===== config.mk =====
export PLATFORM = sky130hd
export DESIGN_NAME = kmpt_div
export DESIGN_NICKNAME = d
export VERILOG_FILES = /design/src/rtl/keyed_merge_policy_table_macros.svh /design/src/rtl/kmpt_pkg.sv /design/src/rtl/kmpt_div.sv
export SDC_FILE = /design/constraint.sdc
export NUM_CORES = 1
export LEC_CHECK = 0
export ABC_AREA = 1
export BUFFER_PORTS_ARGS = -buffer_cell sky130_fd_sc_hd__buf_2
export CAP_MARGIN = 25
export CORE_ASPECT_RATIO = 1.1
export CORE_MARGIN = 10
export CORE_UTILIZATION = 38
export CTS_CLUSTER_DIAMETER = 50
export DETAILED_ROUTE_END_ITERATION = 16
export RECOVER_POWER = 25
export SLEW_MARGIN = 0
export SYNTH_ARGS = -nofsm -noshare
export SYNTH_HDL_FRONTEND = slang
export SYNTH_SLANG_ARGS = --single-unit

===== constraint.sdc =====
create_clock -name clk -period 4.5 [get_ports clk]
set_clock_uncertainty 0.1 [all_clocks]
set_input_delay 0.225 -clock clk [delete_from_list [all_inputs] [get_ports clk]]
set_output_delay 0.225 -clock clk [all_outputs]
set_load 0.05 [all_outputs]

===== src/rtl/keyed_merge_policy_table_macros.svh =====
// ---------------------------------------------------------------------------
// keyed merge policy table assertion macros
// shared property forms for the merge table checks
// ---------------------------------------------------------------------------
`ifndef KEYED_MERGE_POLICY_TABLE_MACROS_SVH
`define KEYED_MERGE_POLICY_TABLE_MACROS_SVH

// same-cycle implication
`define KMPT_ASSERT_NOW(lbl, ante, cons) \
  lbl: assert property (@(posedge clk) disable iff (!rst_n) (ante) |-> (cons)) \
    else $error("kmpt check failed");

// next-cycle implication
`define KMPT_ASSERT_NEXT(lbl, ante, cons) \
  lbl: assert property (@(posedge clk) disable iff (!rst_n) (ante) |=> (cons)) \
    else $error("kmpt check failed");

`endif


===== src/rtl/kmpt_pkg.sv =====
// ---------------------------------------------------------------------------
// kmpt_pkg
// types, constants and saturation helpers for the keyed merge table
// ---------------------------------------------------------------------------
package kmpt_pkg;

  localparam int NUM_POINTS_DEF = 1024;

  localparam int IDX_W  = 10;
  localparam int Q_W    = 32;
  localparam int SRC_W  = 8;
  localparam int VAL_W  = 40;
  localparam int CNT_W  = 9;
  localparam int IN_W   = 56;
  localparam int OUT_W  = 40;

  localparam int CFG_IDX_W  = 2;
  localparam int CFG_DATA_W = 32;

  localparam logic [CFG_IDX_W-1:0] REG_POLICY   = 2'd0;
  localparam logic [CFG_IDX_W-1:0] REG_CONFLICT = 2'd1;
  localparam logic [CFG_IDX_W-1:0] REG_INVALID  = 2'd2;

  localparam logic [2:0] POL_FIRST  = 3'd0;
  localparam logic [2:0] POL_LAST   = 3'd1;
  localparam logic [2:0] POL_LOWEST = 3'd2;
  localparam logic [2:0] POL_SUM    = 3'd3;
  localparam logic [2:0] POL_AVG    = 3'd4;
  localparam logic [2:0] POL_MIN    = 3'd5;
  localparam logic [2:0] POL_MAX    = 3'd6;
  localparam logic [2:0] POL_RSVD   = 3'd7;

  localparam logic KIND_MERGE   = 1'b0;
  localparam logic KIND_RESOLVE = 1'b1;

  localparam logic [CNT_W-1:0] COUNT_MAX = 9'd511;

  localparam logic signed [VAL_W:0] ACC_HI = 41'sd549755813887;
  localparam logic signed [VAL_W:0] ACC_LO = -41'sd549755813888;
  localparam logic signed [VAL_W:0] Q_HI   = 41'sd2147483647;
  localparam logic signed [VAL_W:0] Q_LO   = -41'sd2147483648;

  typedef struct packed {
    logic                    valid;
    logic [CNT_W-1:0]        count;
    logic [SRC_W-1:0]        source;
    logic signed [VAL_W-1:0] value;
  } entry_t;

  function automatic logic signed [VAL_W-1:0] sat_acc(input logic signed [VAL_W:0] v);
    return (v > ACC_HI) ? $signed({1'b0, {(VAL_W-1){1'b1}}}) :
           (v < ACC_LO) ? $signed({1'b1, {(VAL_W-1){1'b0}}}) :
           $signed(v[VAL_W-1:0]);
  endfunction

  function automatic logic signed [Q_W-1:0] sat_q(input logic signed [VAL_W:0] v);
    return (v > Q_HI) ? $signed({1'b0, {(Q_W-1){1'b1}}}) :
           (v < Q_LO) ? $signed({1'b1, {(Q_W-1){1'b0}}}) :
           $signed(v[Q_W-1:0]);
  endfunction

endpackage


===== src/rtl/kmpt_div.sv =====
// ---------------------------------------------------------------------------
// kmpt_div
// restoring divider, one quotient bit per cycle, unsigned magnitude
// ---------------------------------------------------------------------------
module kmpt_div (
  input  logic                       clk,
  input  logic                       rst_n,
  input  logic                       start,
  input  logic [kmpt_pkg::VAL_W-1:0] dividend,
  input  logic [kmpt_pkg::CNT_W-1:0] divisor,
  output logic                       done,
  output logic [kmpt_pkg::VAL_W-1:0] quotient
);

  localparam int VW     = kmpt_pkg::VAL_W;
  localparam int CW     = kmpt_pkg::CNT_W;
  localparam int STEP_W = $clog2(VW + 1);
  localparam logic [STEP_W-1:0] LAST_STEP = STEP_W'(VW - 1);

  logic              busy_r;
  logic              done_r;
  logic [STEP_W-1:0] step_r;
  logic [VW-1:0]     dq_r;
  logic [CW-1:0]     rem_r;
  logic [CW-1:0]     dvs_r;

  logic [CW:0]   trial;
  logic [CW:0]   diff;
  logic          ge;
  logic [CW-1:0] rem_nxt;
  logic [VW-1:0] dq_nxt;

  assign trial   = {rem_r, dq_r[VW-1]};
  assign ge      = trial >= {1'b0, dvs_r};
  assign diff    = trial - {1'b0, dvs_r};
  assign rem_nxt = ge ? diff[CW-1:0] : trial[CW-1:0];
  assign dq_nxt  = {dq_r[VW-2:0], ge};

  always_ff @(posedge clk) begin
    if (!rst_n) begin
      busy_r <= 1'b0;
      done_r <= 1'b0;
      step_r <= '0;
    end else begin
      done_r <= 1'b0;
      if (start) begin
        busy_r <= 1'b1;
        step_r <= '0;
      end else if (busy_r) begin
        step_r <= step_r + 1'b1;
        if (step_r == LAST_STEP) begin
          busy_r <= 1'b0;
          done_r <= 1'b1;
        end
      end
    end
  end

  always_ff @(posedge clk) begin
    if (start) begin
      dq_r  <= dividend;
      rem_r <= '0;
      dvs_r <= divisor;
    end else if (busy_r) begin
      dq_r  <= dq_nxt;
      rem_r <= rem_nxt;
    end
  end

  assign done     = done_r;
  assign quotient = dq_r;

endmodule

# ---- Word level (Yosys, flattened, before mapping)
# Index checks and enable logic that the tools add are counted.
dict set report word_totals {
  inputBits 52
  out_inout_bits 41
  latch_bits 0
  reg_bits 66
  mem_bits_rw 0
  mem_bits_ro 0
  mem_count 0
  word_cells 22
}
dict set report classes {
  n_mux 7
  n_shift 0
  bitwise_logic 2
  magnitude_cmp 1
  n_reduce_logical 3
  mul 0
  n_addsub 2
  n_eq_ne 1
  div_mod_pow 0
}
# cell count
set ops {}
lappend ops {{2-to-1 mux 40 bit} 2}
lappend ops {{>= comparator 10 x 9 -> 1 bit} 1}
lappend ops {{2-to-1 mux 9 bit} 1}
lappend ops {{subtractor 9 bit} 1}
lappend ops {{adder 6 x 1 -> 6 bit, second input constant} 1}
lappend ops {{equality test 6 bit, second input constant} 1}
lappend ops {{2-to-1 mux 1 bit} 4}
lappend ops {{OR reduction 3 bit} 1}
lappend ops {{inverter 1 bit} 2}
lappend ops {{nonzero test 2 bit} 1}
lappend ops {{OR reduction 2 bit} 1}

# ---- Logic depth before layout (Yosys ltp)
dict set report logic_depth {
  word_depth 4
  ltp_mapped 13
  depth_no_buf 13
}

# ---- Worst setup path after synthesis
# Ideal clock, no wire load.
dict set report synth_path {
  path_type {register to register}
  startpoint {register dq_r[39] (netlist: quotient[39])}
  endpoint {register dq_r[0] (netlist: quotient[0]), data pin}
  n_path_buf 1
  t_arrival_ps 1846
  path_stages_with_launch 12
  required_ps 4132
  setup_ps 268
  period_less_slack_ps 2215
  setup_slack_ps 2285
  path_cell_list {edfxtp_1 -> inv_1 -> ha_1 -> inv_1 -> fa_1 -> nand2_2 -> nand2_2 -> nand3_2 -> nand2_2 -> nand2_2 -> buf_6 -> a31oi_1}
}
dict set report synth_between {
  elab_chain_len 3
}
# item line_no
set synth_rtl {}
lappend synth_rtl {{start, declared} kmpt_div.sv:23} ;# logic [VW-1:0] dq_r;
lappend synth_rtl {{start signal, assigned} kmpt_div.sv:61} ;# dq_r <= dividend;
lappend synth_rtl {{start signal, assigned} kmpt_div.sv:65} ;# dq_r <= dq_nxt;
lappend synth_rtl {{>= comparator 10 x 9 -> 1 bit} kmpt_div.sv:34} ;# assign ge = trial >= {1'b0, dvs_r};
lappend synth_rtl {{2-to-1 mux 40 bit} kmpt_div.sv:64} ;# end else if (busy_r) begin
lappend synth_rtl {{2-to-1 mux 40 bit} kmpt_div.sv:60} ;# if (start) begin
# No other way between the ends. The select of a mux whose other input is x is not followed.
# A chain may end at the register's enable or synchronous reset.

# ---- Worst setup path after layout
dict set report layout_path {
  startpoint {input start}
  endpoint {register step_r[4]}
}
dict set report layout_between {
  elab_chain_len 1
}
# item line_no
set layout_rtl {}
lappend layout_rtl {{start, declared} kmpt_div.sv:8} ;# input logic start,
lappend layout_rtl {{OR reduction 2 bit (no line)} -}
lappend layout_rtl {{end signal, assigned} kmpt_div.sv:50} ;# step_r <= step_r + 1'b1;
lappend layout_rtl {{end, declared} kmpt_div.sv:22} ;# logic [STEP_W-1:0] step_r;
# No other way between the ends.

==> metrics.md <==
| Metric | Value |
|---|---|
| Status | `finished, violations left` |
| Violated checks | `max-capacitance violations, max-slew violations` |
| Final hold slack | `0.0424 ns` |
| Post-synthesis mux area share | `0%` |
| GP Congestion | `0.805` |
| Post-synthesis cell count | `371` |
| Worst Path Required | `4.68 ns` |
| Switching pwr | `0.488 mW` |
| Worst-Margin Slew | `1.71 ns` |
| Fill cells | `a little over 800` |
| Routed Antenna Nets | `0` |
| Min Tclk post-route | `2.56 ns` |
| Post-synthesis sequential area ratio | `56.5%` |
| Gate power share | `20.7%` |
| Setup TNS | `0 ns` |
| Critical Path Start Type | `input port` |
| Core area | `8320 um^2` |
| Clock latency on the worst-skew pair | `0.34 ns` |
| Flop pwr share | `47.0%` |
| Final Max Slew Viols | `a little under 80` |
| Ports | `93` |
| Compound-Gate Fraction of Synth Area | `2.15%` |
| Crit-path max cell delay | `1.19 ns` |
| Area after DPL | `3770 um^2` |
| Sw Share | `a little under a third` |
| Static leakage | `2.04 nW` |
| Critical Path End | `step_r[4]` |
| Clock root cell | `clkbuf_8` |
| Kind of critical path | `in2reg` |
| Reg-to-reg slack, setup | `2.14 ns` |
| Largest family of logic cells by synthesized area | `simple AND/OR/NAND/NOR gates` |
| Slowest stage cell, crit path | `clkbuf_1` |
| Post CTS Setup Buffer Count | `0` |
| Fin crit share | `roughly 57%` |
| Initial antenna violation count | `0` |
| Wire per inst | `13.4 um` |
| FF-to-FF path depth | `11` |
| Pin count of the biggest net entering global routing | `40` |
| Pwr dens | `387 nW/um^2` |
| Number of CTS-inserted buffers | `9` |
| Full die area | `12500 um^2` |
| CTS clk-pin slew, worst paths | `0.08 ns` |
| RR Startpoint | `dvs_r[7]` |
| Internal | `1.08 mW` |
| Starting density of the core | `38.5%` |
| Final design instance area without fill | `approximately 4000 um^2` |
| Multi-input gate area | `~1200 um^2` |
| First-pass GRT wire length | `13.2 mm` |
| Crit. path cell count | `7` |
| Power consumption | `1.57 mW` |
| Synth Area in Adders | `4.53%` |
| Vias per cell | `4.58` |
| Final hold violation count | `0` |
| Max Buffers Root-to-Sink | `2` |
| Worst Hold Class | `in2reg` |
| RSZ-0062 raised after global routing | `false` |
| Cell mode on critical path | `clkbuf_1` |
| Htree depth | `3` |
| Layout cells sized above 1 | `24.6%` |
| Worst path bufs/invs | `4` |
| Post-CTS resize count | `0` |
| Die width | `108 um` |
| Vias after detailed routing | `2704` |
| Routed WL | `7.89 mm` |
| CP Launch Point | `start` |
| First drt pass iteration count | `5` |
| Syn nets | `434` |
| Largest delay contributor family on the critical path | `buffers and inverters` |
| Number of global-route vias before repair | `2765` |
| Crit-path max FO | `38` |
| Hold_buf cts | `9` |
| Yosys Warn Count | `0` |
| Max cap viols | `2` |
| First DRT Iteration DRCs | `160` |
| Synth Area in Simple Gates | `30.4%` |
| Die Y | `116 um` |
| Clock tree from TritonCTS | `yes` |
| Total GRT Usage | `13.2%` |
| Final Setup Violations | `0` |
| ANT cells | `0` |
| HPWL Detailed | `5.87 mm` |
| Slew margin rel. | `-14.0%` |
| FF+latch count, synth | `66` |
| Yosys cell types | `28` |
| Clock Power Share | `around 32%` |
| Grt total ovfl | `0` |
| Nets | `537` |
| Mapped cell area | `3210 um^2` |
| Core Rows | `35` |
| Xor/xnor cell area share of the yosys netlist | `less than 1%` |
| Fmax | `391 MHz` |
| Critical path, cell by cell | `clkbuf_1 -> clkinv_1 -> clkbuf_1 -> nand2_1 -> inv_1 -> o21ai_0 -> a21oi_1` |
| Peak supply drop | `0.000243 V` |
| PortBufs | `92` |
| Reg2reg end | `rem_r[8]` |
| DRC | `0` |
| Area occupied by registers | `1810 um^2` |
| Arrival time worst endpoint | `2.74 ns` |
| Kind of end point of the critical path | `flip-flop` |
| Syn avg cell area | `8.64 um^2` |
| # clock sinks | `66` |
| Area grow syn2layout | `26.6%` |
-- registers in the layout, summed over array words and instances, names as in the netlist --
signal,cells
busy_r,1
done,1
dvs_r,9
quotient,40
rem_r,9
step_r,6
-- cell families (layout without fill, tap and decap cells) --
logic type / Yosys count / in the layout
adders and majority gates: 11 / 11
AOI/OAI and AO/OA: 13 / 13
and+or+nand+nor: 234 / 234
buffers and inverters: 44 / 152
DFF: 66 / 66
xor gates and xnor gates: 3 / 3
-- through the flow --
stage / utilization, % / worst slack, ns / cells
6_report: 48.8 / 1.94 / 590
5_1_grt: 48.8 / 1.56 / 590
4_1_cts: 48.9 / 2.17 / 590
3_5_place_dp: 45.3 / 2.20 / 565
3_3_place_gp: 45.3 / 2.25 / 565
2_1_floorplan: - / 2.29 / 371
-- how the worst min path moves through the flow --
stage | from | endpoint | slack (ns) | depth (start not counted)
2_1_floorplan | divisor[0] | dvs_r[0] | 0.22 | 0
3_3_place_gp | divisor[8] | dvs_r[8] | 0.30 | 1
3_5_place_dp | divisor[2] | dvs_r[2] | 0.30 | 1
4_1_cts | rst_n | busy_r | 0.03 | 3
5_1_grt | dividend[19] | quotient[19] | 0.03 | 3
6_report | rst_n | busy_r | 0.04 | 3
-- power by group through the flow --
stage	Clock, mW	Combinational, mW	Sequential, mW
floorplan	0	0.103	0.877
global placement	0	0.321	0.750
detailed placement	0	0.323	0.750
CTS	0.519	0.329	0.739
global route	0.546	0.356	0.745
finish	0.506	0.325	0.738
-- worst register-to-register path: cells and delay by family (launching register included) --
family / cells / cell delay [ns]
adders and majority gates: 1 / 0.32
AOI/OAI and AO/OA: 1 / 0.67
DFF: 1 / 0.33
and+or+nand+nor: 8 / 0.86
buffers and inverters: 1 / 0.04
-- synth_stat cells, drive strengths merged --
master  count  area share [%]
nor3        4            0.78
xnor2       2            0.55
ha         10             3.9
buf         4            0.90
clkbuf      8            0.94
o211ai      1            0.23
dfxtp      17              11
inv        30             3.5
edfxtp     49              46
clkinv      2            0.23
a31oi       1            0.20
nand3b      9             2.1
nor2       13             1.7
xor2        1            0.27
or2         1            0.27
nand4       1            0.20
o21ai       3            0.47
nand3      18             3.0
a21oi       8             1.2
fa          1            0.62
nand2     188              22
-- cells in the final DEF (no fill, tap or decap), types with 2 or more instances in the layout --
| master | n |
|---|---|
| o21ai_0 | 3 |
| nand3b_1 | 9 |
| a21oi_1 | 8 |
| xnor2_1 | 2 |
| inv_1 | 29 |
| ha_1 | 10 |
| nand2_2 | 5 |
| buf_2 | 91 |
| dlygate4sd3_1 | 9 |
| nor3_1 | 3 |
| dfxtp_1 | 17 |
| clkbuf_1 | 4 |
| clkbuf_16 | 2 |
| clkbuf_8 | 10 |
| clkinv_1 | 2 |
| clkinv_2 | 2 |
| nand3_1 | 17 |
| nor2_1 | 11 |
| nor2_2 | 2 |
| edfxtp_1 | 49 |
| nand2_1 | 183 |
-- layer usage --
metal  global-route usage, %  routed length, um  vias to the layer above
met4                    4.63                 96                        0
met2                    20.0               3460                       81
met5                       0                  0                        -
met3                    6.02                699                        9
li1                        -                  -                     1393
met1                    16.2               3630                     1221
-- layout make-up --
cell class                      count  area share, %
Clock buffer                       13           4.72
Clock inverter                      3          0.432
Inverter                           32           2.96
Multi-Input combinational cell    261           29.9
Sequential cell                    66           44.6
Tap cell                          111           3.42
Timing Repair Buffer              104           13.9
(Power assumes the default switching activity.)
